===== config.mk =====
export PLATFORM = sky130hd
export DESIGN_NAME = bldc_hall_commutation_controller_core
export DESIGN_NICKNAME = d
export VERILOG_FILES = /design/src/rtl/core/bhcc_pkg.sv /design/src/rtl/core/bldc_hall_commutation_controller_core.sv /design/src/rtl/core/bhcc_hall_decode.sv
export VERILOG_INCLUDE_DIRS = /design/src /design/src/rtl/core
export SDC_FILE = /design/constraint.sdc
export NUM_CORES = 1
export LEC_CHECK = 0
export ABC_AREA = 1
export BUFFER_PORTS_ARGS = -buffer_cell sky130_fd_sc_hd__buf_2
export CORE_MARGIN = 3
export CORE_UTILIZATION = 45
export CTS_CLUSTER_DIAMETER = 40
export CTS_CLUSTER_SIZE = 28
export DETAILED_ROUTE_END_ITERATION = 8
export PLACE_DENSITY = 0.66
export SLEW_MARGIN = 20
export SYNTH_ARGS = -nofsm -noshare
export SYNTH_HDL_FRONTEND = slang
export SYNTH_SLANG_ARGS = --single-unit

===== constraint.sdc =====
create_clock -name i_clk -period 5.7 [get_ports i_clk]
set_clock_uncertainty 0.05 [all_clocks]
set_input_delay 0.855 -clock i_clk [delete_from_list [all_inputs] [get_ports i_clk]]
set_output_delay 0.855 -clock i_clk [all_outputs]
set_load 0.01 [all_outputs]

===== src/rtl/core/bldc_hall_commutation_controller_core_assert.svh =====
// Assertion macros used by the core module.
`ifndef BLDC_HALL_COMMUTATION_CONTROLLER_CORE_ASSERT_SVH
`define BLDC_HALL_COMMUTATION_CONTROLLER_CORE_ASSERT_SVH

// Same-cycle implication, checked outside reset.
`define BHCC_ASSERT_NOW(label, clk, rst_n, ante, cons) \
    label: assert property (@(posedge clk) disable iff (!rst_n) (ante) |-> (cons)) \
        else $error("assertion failed: ante |-> cons");

// Next-cycle implication, checked outside reset.
`define BHCC_ASSERT_NEXT(label, clk, rst_n, ante, cons) \
    label: assert property (@(posedge clk) disable iff (!rst_n) (ante) |=> (cons)) \
        else $error("assertion failed: ante |=> cons");

`endif


===== src/rtl/core/bhcc_pkg.sv =====
package bhcc_pkg;

    // register indexes on the config port
    localparam logic [2:0] REG_MAX_DUTY       = 3'd0;
    localparam logic [2:0] REG_RAMP_STEP      = 3'd1;
    localparam logic [2:0] REG_RAMP_INTERVAL  = 3'd2;
    localparam logic [2:0] REG_CURRENT_TRIP   = 3'd3;
    localparam logic [2:0] REG_FAULT_RETRY    = 3'd4;

    // reset values of the registers
    localparam logic [7:0]  RST_MAX_DUTY      = 8'd240;
    localparam logic [7:0]  RST_RAMP_STEP     = 8'd2;
    localparam logic [15:0] RST_RAMP_INTERVAL = 16'd10;
    localparam logic [9:0]  RST_CURRENT_TRIP  = 10'd650;
    localparam logic [15:0] RST_FAULT_RETRY   = 16'd1500;

    // status codes
    localparam logic [1:0] STATUS_DRIVE   = 2'd0;
    localparam logic [1:0] STATUS_FAULT   = 2'd1;
    localparam logic [1:0] STATUS_INVALID = 2'd2;

    // low-side phase codes
    localparam logic [1:0] PHASE_NONE = 2'd0;
    localparam logic [1:0] PHASE_A    = 2'd1;
    localparam logic [1:0] PHASE_B    = 2'd2;
    localparam logic [1:0] PHASE_C    = 2'd3;

    // high-side masks
    localparam logic [2:0] HIGH_A = 3'b100;
    localparam logic [2:0] HIGH_B = 3'b010;
    localparam logic [2:0] HIGH_C = 3'b001;

    typedef struct packed {
        logic       valid;
        logic [2:0] step;
        logic [2:0] high_mask;
        logic [1:0] low_phase;
    } t_hall_drive;

    // active-high hall pattern (A,B,C) to six-step drive
    function automatic t_hall_drive hall_to_drive(input logic [2:0] pattern);
        t_hall_drive d;
        d = '0;
        unique case (pattern)
            3'b101: d = '{1'b1, 3'd0, HIGH_A, PHASE_B};
            3'b100: d = '{1'b1, 3'd1, HIGH_A, PHASE_C};
            3'b110: d = '{1'b1, 3'd2, HIGH_B, PHASE_C};
            3'b010: d = '{1'b1, 3'd3, HIGH_B, PHASE_A};
            3'b011: d = '{1'b1, 3'd4, HIGH_C, PHASE_A};
            3'b001: d = '{1'b1, 3'd5, HIGH_C, PHASE_B};
            default: d = '0;
        endcase
        return d;
    endfunction

endpackage


===== src/rtl/core/bldc_hall_commutation_controller_core.sv =====
// Throughput: one word per cycle while the master side takes words; input
// register, then one decision stage that updates fault/ramp state and loads
// the output register.
// Stalls on the master side back up through both registers.
// Reset (synchronous, active low) empties the pipeline, clears fault and ramp
// state and returns the config registers to their defaults.
`include "bldc_hall_commutation_controller_core_assert.svh"

module bldc_hall_commutation_controller_core (
    input  logic        i_clk,
    input  logic        i_rst_n,
    // slave side
    input  logic        i_s_axis_tvalid,
    output logic        o_s_axis_tready,
    // [31:0] now_ms, [32] kill_n, [42:33] setpoint_adc, [52:43] current_adc,
    // [55:53] hall_a_samples, [58:56] hall_b_samples, [61:59] hall_c_samples
    input  logic [63:0] i_s_axis_tdata,
    // master side
    output logic        o_m_axis_tvalid,
    input  logic        i_m_axis_tready,
    // [1:0] status, [4:2] high_side_mask, [6:5] low_side_phase,
    // [14:7] low_side_duty, [17:15] commutation_step
    output logic [23:0] o_m_axis_tdata,
    // config port
    input  logic        psel,
    input  logic        penable,
    input  logic        pwrite,
    input  logic [4:0]  paddr,
    input  logic [31:0] pwdata,
    output logic [31:0] prdata,
    output logic        pready
);

    // config registers
    logic [7:0]  r_max_duty;
    logic [7:0]  r_ramp_step;
    logic [15:0] r_ramp_interval;
    logic [9:0]  r_current_trip;
    logic [15:0] r_fault_retry;

    logic [2:0]  w_reg_idx;
    logic        w_cfg_wr;

    assign pready    = 1'b1;
    assign w_reg_idx = paddr[4:2];
    assign w_cfg_wr  = psel && penable && pwrite && pready;

    always_ff @(posedge i_clk) begin
        if (!i_rst_n) begin
            r_max_duty      <= bhcc_pkg::RST_MAX_DUTY;
            r_ramp_step     <= bhcc_pkg::RST_RAMP_STEP;
            r_ramp_interval <= bhcc_pkg::RST_RAMP_INTERVAL;
            r_current_trip  <= bhcc_pkg::RST_CURRENT_TRIP;
            r_fault_retry   <= bhcc_pkg::RST_FAULT_RETRY;
        end else if (w_cfg_wr) begin
            unique case (w_reg_idx)
                bhcc_pkg::REG_MAX_DUTY:      r_max_duty      <= pwdata[7:0];
                bhcc_pkg::REG_RAMP_STEP:     r_ramp_step     <= pwdata[7:0];
                bhcc_pkg::REG_RAMP_INTERVAL: r_ramp_interval <= pwdata[15:0];
                bhcc_pkg::REG_CURRENT_TRIP:  r_current_trip  <= pwdata[9:0];
                bhcc_pkg::REG_FAULT_RETRY:   r_fault_retry   <= pwdata[15:0];
                default: ;
            endcase
        end
    end

    always_comb begin
        unique case (w_reg_idx)
            bhcc_pkg::REG_MAX_DUTY:      prdata = {24'd0, r_max_duty};
            bhcc_pkg::REG_RAMP_STEP:     prdata = {24'd0, r_ramp_step};
            bhcc_pkg::REG_RAMP_INTERVAL: prdata = {16'd0, r_ramp_interval};
            bhcc_pkg::REG_CURRENT_TRIP:  prdata = {22'd0, r_current_trip};
            bhcc_pkg::REG_FAULT_RETRY:   prdata = {16'd0, r_fault_retry};
            default:                     prdata = 32'd0;
        endcase
    end

    // pipeline control
    logic        r_in_valid;
    logic [61:0] r_in_data;
    logic        r_out_valid;
    logic [23:0] r_out_data;
    logic        w_out_adv;
    logic        w_in_take;
    logic        w_proc;

    assign w_out_adv       = !r_out_valid || i_m_axis_tready;
    assign o_s_axis_tready = !r_in_valid || w_out_adv;
    assign w_in_take       = i_s_axis_tvalid && o_s_axis_tready;
    assign w_proc          = r_in_valid && w_out_adv;

    always_ff @(posedge i_clk) begin
        if (!i_rst_n) begin
            r_in_valid <= 1'b0;
        end else if (o_s_axis_tready) begin
            r_in_valid <= i_s_axis_tvalid;
        end
    end

    always_ff @(posedge i_clk) begin
        if (w_in_take) begin
            r_in_data <= i_s_axis_tdata[61:0];
        end
    end

    // unpack the held word
    logic [31:0] w_now;
    logic        w_kill_n;
    logic [9:0]  w_setpoint;
    logic [9:0]  w_current;

    assign w_now      = r_in_data[31:0];
    assign w_kill_n   = r_in_data[32];
    assign w_setpoint = r_in_data[42:33];
    assign w_current  = r_in_data[52:43];

    bhcc_pkg::t_hall_drive w_drive;

    bhcc_hall_decode u_hall_decode (
        .i_hall_a_samples (r_in_data[55:53]),
        .i_hall_b_samples (r_in_data[58:56]),
        .i_hall_c_samples (r_in_data[61:59]),
        .o_drive          (w_drive)
    );

    // fault and ramp state
    logic        r_fault_latched;
    logic [31:0] r_fault_start;
    logic [7:0]  r_duty_now;
    logic [31:0] r_last_ramp;

    logic        w_trip;
    logic        w_fault;
    logic [31:0] w_fault_start;
    logic [31:0] w_fault_age;
    logic        w_hold;
    logic [31:0] w_ramp_age;
    logic        w_ramp_due;
    logic [7:0]  w_target;
    logic [8:0]  w_up;
    logic [8:0]  w_tgt_plus;
    logic [7:0]  n_duty_now;
    logic [23:0] n_out_data;

    assign w_trip        = !w_kill_n || (w_current >= r_current_trip);
    assign w_fault       = w_trip || r_fault_latched;
    assign w_fault_start = w_trip ? w_now : r_fault_start;
    assign w_fault_age   = w_now - w_fault_start;
    assign w_hold        = w_fault && !(w_fault_age > {16'd0, r_fault_retry});
    assign w_ramp_age    = w_now - r_last_ramp;
    assign w_ramp_due    = !w_hold && (w_ramp_age >= {16'd0, r_ramp_interval});

    assign w_target   = (w_setpoint[9:2] > r_max_duty) ? r_max_duty : w_setpoint[9:2];
    assign w_up       = {1'b0, r_duty_now} + {1'b0, r_ramp_step};
    assign w_tgt_plus = {1'b0, w_target} + {1'b0, r_ramp_step};

    always_comb begin
        priority if (!w_ramp_due) begin
            n_duty_now = r_duty_now;
        end else if (r_duty_now < w_target) begin
            n_duty_now = (w_up < {1'b0, w_target}) ? w_up[7:0] : w_target;
        end else if (r_duty_now > w_target) begin
            n_duty_now = ({1'b0, r_duty_now} > w_tgt_plus) ? r_duty_now - r_ramp_step
                                                           : w_target;
        end else begin
            n_duty_now = r_duty_now;
        end
    end

    always_comb begin
        n_out_data = '0;
        priority if (w_hold) begin
            n_out_data[1:0] = bhcc_pkg::STATUS_FAULT;
        end else if (!w_drive.valid) begin
            n_out_data[1:0] = bhcc_pkg::STATUS_INVALID;
        end else begin
            n_out_data[1:0]   = bhcc_pkg::STATUS_DRIVE;
            n_out_data[4:2]   = w_drive.high_mask;
            n_out_data[6:5]   = w_drive.low_phase;
            n_out_data[14:7]  = n_duty_now;
            n_out_data[17:15] = w_drive.step;
        end
    end

    always_ff @(posedge i_clk) begin
        if (!i_rst_n) begin
            r_fault_latched <= 1'b0;
            r_fault_start   <= '0;
            r_duty_now      <= '0;
            r_last_ramp     <= '0;
            r_out_valid     <= 1'b0;
        end else begin
            if (w_out_adv) begin
                r_out_valid <= r_in_valid;
            end
            if (w_proc) begin
                r_fault_latched <= w_hold;
                r_fault_start   <= w_fault_start;
                r_duty_now      <= n_duty_now;
                if (w_ramp_due) begin
                    r_last_ramp <= w_now;
                end
            end
        end
    end

    always_ff @(posedge i_clk) begin
        if (w_proc) begin
            r_out_data <= n_out_data;
        end
    end

    assign o_m_axis_tvalid = r_out_valid;
    assign o_m_axis_tdata  = r_out_data;

    // a fault word drives no gate
    `BHCC_ASSERT_NOW(a_fault_off, i_clk, i_rst_n,
        r_out_valid && r_out_data[1:0] == bhcc_pkg::STATUS_FAULT, r_out_data[23:2] == 22'd0)
    // a driving word has exactly one high side and a low-side phase
    `BHCC_ASSERT_NOW(a_drive_shape, i_clk, i_rst_n,
        r_out_valid && r_out_data[1:0] == bhcc_pkg::STATUS_DRIVE,
        $onehot(r_out_data[4:2]) && r_out_data[6:5] != bhcc_pkg::PHASE_NONE)
    // ramp state only moves when a word is processed
    `BHCC_ASSERT_NEXT(a_duty_idle, i_clk, i_rst_n, !w_proc,
        $stable(r_duty_now) && $stable(r_last_ramp))

endmodule


===== src/rtl/core/bhcc_hall_decode.sv =====
module bhcc_hall_decode (
    input  logic [2:0]           i_hall_a_samples,
    input  logic [2:0]           i_hall_b_samples,
    input  logic [2:0]           i_hall_c_samples,
    output bhcc_pkg::t_hall_drive o_drive
);

    // lines are active low: a line is asserted when most samples are low
    function automatic logic hall_level(input logic [2:0] s);
        return !((s[0] & s[1]) | (s[0] & s[2]) | (s[1] & s[2]));
    endfunction

    logic [2:0] w_pattern;

    assign w_pattern = {hall_level(i_hall_a_samples), hall_level(i_hall_b_samples),
                        hall_level(i_hall_c_samples)};
    assign o_drive   = bhcc_pkg::hall_to_drive(w_pattern);

endmodule

==> results of run 1 <==
layout by cell type (no fill, tap or decap), drive strengths merged, types with 56 or more instances in the layout:
| master | synthesis | layout |
|---|---|---|
| a21oi | 179 | 179 |
| buf | 42 | 202 |
| clkbuf | 30 | 56 |
| dfxtp | 133 | 133 |
| edfxtp | 76 | 76 |
| ha | 155 | 155 |
| inv | 310 | 319 |
| nand2 | 438 | 438 |
| nand3 | 75 | 75 |
| nor2 | 209 | 209 |
| o21ai | 147 | 147 |
kinds of logic after synthesis:
family / share of synthesized area
buffers and inverters: 0.105
AND/OR/NAND/NOR: 0.220
flip-flops: 0.329
multiplexers: 0.0147
other: 0.000500
XOR/XNOR: 0.0321
adder cells (fa/ha/maj): 0.136
AO/OA/AOI/OAI: 0.163
worst max-delay path, delay by kind of cell (launching register included):
kind | cells | cell delay [ns]
and+or+nand+nor | 26 | 2.46
AOI/OAI and AO/OA | 6 | 0.80
adders and majority gates | 3 | 0.78
buffers and inverters | 4 | 0.60
DFF | 1 | 0.33
xor gates and xnor gates | 1 | 0.20
muxes | 1 | 0.19
routing by layer:
layer,vias up,GRT usage,wire length (microns)
li1,7193,-,-
met1,6533,0.303,19500
met2,376,0.391,20300
met3,74,0.0372,2490
met4,0,0.0739,1030
met5,-,0,0
where the power goes:
group          internal [uW]  total (uW)  leakage (uW)  switching, uW
clock network           1470        2350      0.000674            887
logic                    599        1500       0.00653            902
registers               1640        1690       0.00183           56.4
registers in the layout, indices dropped and copies added, names as in the netlist, 8 cells and up:
signal / flops
r_ramp_step: 8
r_fault_start: 32
r_duty_now: 8
r_fault_retry: 16
r_current_trip: 10
r_last_ramp: 32
o_m_axis_tdata: 16
r_ramp_interval: 16
r_max_duty: 8
r_in_data: 60
through the flow:
step / hold WS [ns] / TNS (ns)
final: 0.420 / 0
after global routing: 0.394 / -14.87
after CTS: 0.391 / 0
after detailed placement: 0.429 / -14.60
after global placement: 0.421 / -9.44
after floorplan: 0.400 / 0
cell type report:
class	count	area, sq um	area share
clock buffers	52	1150	0.0627
clock inverters	23	218	0.0119
inverters	310	1160	0.0634
multi-input cells	1483	8920	0.486
flip-flops and latches	209	4950	0.269
well taps	442	553	0.0301
repair buffers	206	1400	0.0764
what timing repair did:
| action | CTS | global route |
|---|---|---|
| hold buffers | 0 | 0 |
| setup endpoints to repair | 57 | 57 |
| pin swaps | 2 | 36 |
| cloned | 2 | 5 |
| resized for setup | 16 | 71 |
| setup buffers | 3 | 11 |
final timing paths:
check | from | end | slack [ns]
max | r_current_trip[9] | r_last_ramp[30] | 0.14
min | i_s_axis_tdata[41] | r_in_data[41] | 0.42
max reg2reg | r_current_trip[9] | r_last_ramp[30] | 0.14
min reg2reg | r_current_trip[6] | r_current_trip[6] | 0.44
==> results.json, run 1 <==
{
  "cp_slowest_cell": "a2111oi_2",
  "syn_area_per_cell_sq_um": 7.31,
  "end_kind": "flop",
  "ant_nets": 0,
  "drt_first_pass_iters": 5,
  "synth_area_leaders": "dfxtp_1 (18%), edfxtp_1 (15%), ha_1 (13%)",
  "gr-total-overflow": 0,
  "cp-start-kind": "flop",
  "fin_util": 0.561,
  "die_area_sq_um": 35600,
  "synth.top_cell.area_share": 0.177,
  "synth_common_cells": "nand2_1 (430), inv_1 (309), nor2_1 (204)",
  "async_flop_share": 0,
  "worst_pin_slew_ns": 1.05,
  "totalWireLength_mm": 43.3,
  "rsz0062_at_grt": "yes",
  "grt_pass1_vias": 13500,
  "cts_made_buffers": 41,
  "clock-sinks": 209,
  "root_buffer": "clkbuf_16",
  "place_ws_ns": -0.331,
  "dp_hpwl_mm": 31.5,
  "vias": 14200,
  "ys_ff_latch": 209,
  "drive_gt1_frac": 0.156,
  "cts_tree": "built",
  "yosys.cell_types.count": 50,
  "grt_first_pass_wirelength_mm": 66.9,
  "placed_cells": 2630,
  "start_util": 0.459,
  "power.density_cell_area_nw_per_um2": 302,
  "fillCellCount": 3112,
  "timing.fmax_ghz": 0.180,
  "fp.dieW_microns": 189,
  "io_pins": 167,
  "wire_per_inst_microns": 15.9,
  "ys_warn_count": 0,
  "syn-cell-area_sq_um": 15000,
  "yosysSeqAreaShare": 0.329,
  "run_status": "completed",
  "finalHoldViolCount": 0,
  "synth.most_common_cell": "nand2_1",
  "final-setup-viol-count": 0,
  "critPathRequiredTime_ns": 6.09,
  "clk_pin_slew_ns": 0.05,
  "layout.cells.non_filler": 2725,
  "power_uw": 5550,
  "final_max_slew_viol_count": 0,
  "insertion_delay_ns": 0.56,
  "die_y_microns": 189,
  "core_area_sq_um": 32700,
  "postLayoutCellArea_sq_um": 18400,
  "critPathKind": "flop to flop",
  "viasPerCell": 5.20,
  "worst_slack_ns": 0.144,
  "max_slew_margin": 0.302,
  "io_buffers": 121,
  "area_delta_synth_final_pct": 22.3,
  "num_rows": 66,
  "ir_drop_mv": 0.248,
  "cts_buffer_depth": 3,
  "syn_inst": 2053,
  "synth_edf_count": 76,
  "dr.first_iter.drc_count": 764,
  "hp-class": "input pin to flop",
  "nNetsFinal": 2519,
  "grt_max_degree": 73,
  "crit_top_cell": "nand2_1",
  "maxCapViolCount": 0,
  "cp.arrival_ns": 5.94,
  "htreeDepth": 2,
  "drc_errors": 0,
  "grt_usage": 0.231,
  "gp_congestion": 0.928,
  "placed_cell_area_sq_um": 16300,
  "reg2regPathDepth": 41,
  "slowest_delay_ns": 0.35,
  "synth_top_area_cell": "dfxtp_1",
  "antenna_cells": 0,
  "hold_depth": 1,
  "finalCritPeriodShare": 0.975,
  "synth_ff_type": "dfxtp_1",
  "p_leak_uw": 0.00903,
  "worst-path-max-fanout": 7,
  "min_period_ns": 5.56,
  "antenna_found_initial": 0
}
Power figures use the tool's default switching activity.
==> inputs of run 2 (changes only) <==
--- a/config.mk
+++ b/config.mk
@@ -8,12 +8,14 @@
 export LEC_CHECK = 0
 export ABC_AREA = 1
 export BUFFER_PORTS_ARGS = -buffer_cell sky130_fd_sc_hd__buf_2
+export CELL_PAD_IN_SITES_DETAIL_PLACEMENT = 2
+export CELL_PAD_IN_SITES_GLOBAL_PLACEMENT = 2
 export CORE_MARGIN = 3
-export CORE_UTILIZATION = 45
+export CORE_UTILIZATION = 31
 export CTS_CLUSTER_DIAMETER = 40
 export CTS_CLUSTER_SIZE = 28
 export DETAILED_ROUTE_END_ITERATION = 8
-export PLACE_DENSITY = 0.66
+export PLACE_DENSITY = 0.77
 export SLEW_MARGIN = 20
 export SYNTH_ARGS = -nofsm -noshare
 export SYNTH_HDL_FRONTEND = slang
==> run 2 against run 1 <==
Critical endpoint unchanged. Highest routed layer unchanged. Register-to-register slack worse by 0.52 ns. The flow now finishes with violations (negative setup slack). Cell area increased by 8.2%. Utilization decreased by 15 points. Largest power group unchanged. Hold slack got worse by 0.016 ns.
==> results.json, run 2 (synthesis gave the netlist of run 1 again) <==
{
  "run_status": "finished, violations left",
  "violations": "negative setup slack",
  "rsz0062_at_grt": "yes",
  "viasPerCell": 5.31,
  "cp_slowest_cell": "dfxtp_1",
  "gp_congestion": 0.876,
  "cp.arrival_ns": 6.47,
  "timing.fmax_ghz": 0.165,
  "grt_max_degree": 67,
  "die_area_sq_um": 51100,
  "largest-register": "r_in_data",
  "critPathRequiredTime_ns": 6.10,
  "dr.first_iter.drc_count": 831,
  "final_max_slew_viol_count": 0,
  "worst_pin_slew_ns": 1.09,
  "antenna_found_initial": 1,
  "cts_buffer_depth": 3,
  "maxCapViolCount": 0,
  "root_buffer": "clkbuf_16",
  "regToRegSetupSlack_ns": -0.37,
  "io_pins": 167,
  "power_uw": 6290,
  "p_leak_uw": 0.00945,
  "final-setup-viol-count": 56,
  "drt_first_pass_iters": 5,
  "hp-class": "input pin to flop",
  "grt_first_pass_wirelength_mm": 99.2,
  "worst-path-max-fanout": 6,
  "gr-total-overflow": 0,
  "clock-sinks": 209,
  "finalCritPeriodShare": 1.07,
  "area_delta_synth_final_pct": 32.3,
  "vias": 15700,
  "place_ws_ns": -0.722,
  "nNetsFinal": 2580,
  "min_period_ns": 6.07,
  "grt_usage": 0.248,
  "start_util": 0.314,
  "finalHoldViolCount": 0,
  "postLayoutCellArea_sq_um": 19900,
  "drc_errors": 0,
  "reg_top3": "r_in_data (60), r_fault_start (32), r_last_ramp (32)",
  "fp.dieW_microns": 226,
  "totalWireLength_mm": 68.2,
  "max_slew_margin": 0.272,
  "io_buffers": 121,
  "end_kind": "flop",
  "power.density_cell_area_nw_per_um2": 317,
  "die_y_microns": 226,
  "wire_per_inst_microns": 23.0,
  "slowest_delay_ns": 0.38,
  "mostFrequentLayoutCells": "nand2_1 (356), inv_1 (303), a21oi_1 (170), nor2_1 (166)",
  "num_rows": 80,
  "placed_cell_area_sq_um": 16700,
  "critPathKind": "flop to flop",
  "grt_pass1_vias": 17500,
  "drive_gt1_frac": 0.230,
  "crit_family": "simple AND/OR/NAND/NOR gates",
  "clk_pin_slew_ns": 0.06,
  "final_common_cell": "nand2_1",
  "dp_hpwl_mm": 43.8,
  "core_area_sq_um": 47700,
  "cts_made_buffers": 44,
  "ant_nets": 0,
  "worst_slack_ns": -0.373,
  "critical_path_buf_inv_count": 9,
  "cts_tree": "built",
  "cp-start-kind": "flop",
  "ir_drop_mv": 0.277,
  "largest_reg_flops": 60,
  "htreeDepth": 2,
  "crit_top_cell": "nand2_2",
  "insertion_delay_ns": 0.58,
  "hold_buffers": 0
}
-- run 2: cell count changes in the layout (fill, tap and decap cells not counted), sizes merged --
| cell | before | now |
|---|---|---|
| buf | 202 | 260 |
| bufinv | 0 | 5 |
| clkbuf | 56 | 54 |
| diode | 0 | 1 |
| clkinv | 13 | 9 |
| clkinvlp | 1 | 7 |
| inv | 319 | 321 |
-- run 2: power by group --
group | switching, uW | total (uW) | internal (uW) | leakage (uW)
Clock | 962 | 2680 | 1720 | 0.000733
Sequential | 70.1 | 1710 | 1640 | 0.00183
Combinational | 1160 | 1900 | 741 | 0.00689
-- run 2: path summary, 6_finish.rpt --
path | startpoint | cells after the start | end
min reg2reg | r_fault_start[13] | 2 | r_fault_start[13]
min | i_s_axis_tdata[5] | 1 | r_in_data[5]
max | r_current_trip[5] | 44 | r_last_ramp[30]
max reg2reg | r_current_trip[5] | 44 | r_last_ramp[30]
-- run 2: cell type report --
type                    count  area [sq um]
fillers                  5386         27900
multi-input cells        1483          9500
flip-flops and latches    209          4950
repair buffers            264          1950
inverters                 310          1170
clock buffers              50          1160
well taps                 615           769
clock inverters            32           359
diodes                      1          2.50
-- run 2: per-stage QoR --
step	std cells	setup TNS, ns	utilization	hold WS [ns]
5_1_grt	2964	-31.81	0.416	0.378
4_1_cts	2950	-3.08	0.400	0.375
6_report	2964	-16.60	0.416	0.404
3_5_place_dp	2825	-36.12	0.351	0.437
2_1_floorplan	2074	0	-	0.400
3_3_place_gp	2825	-11.90	0.351	0.429
-- run 2: layer usage --
layer  share of wire  wire, microns  global-route usage  vias to the layer above
met5               0              0                   0                        -
met4           0.037           2500              0.0959                        0
met3           0.038           2560              0.0416                      165
met2            0.51          34700               0.450                      382
met1            0.42          28400               0.292                     7882
li1                -              -                   -                     7315
-- run 2: repair_timing --
item	CTS	global route
gates cloned	6	4
endpoints found under the setup margin	57	57
setup buffers	39	14
pin swaps	54	55
gates resized for setup	92	162
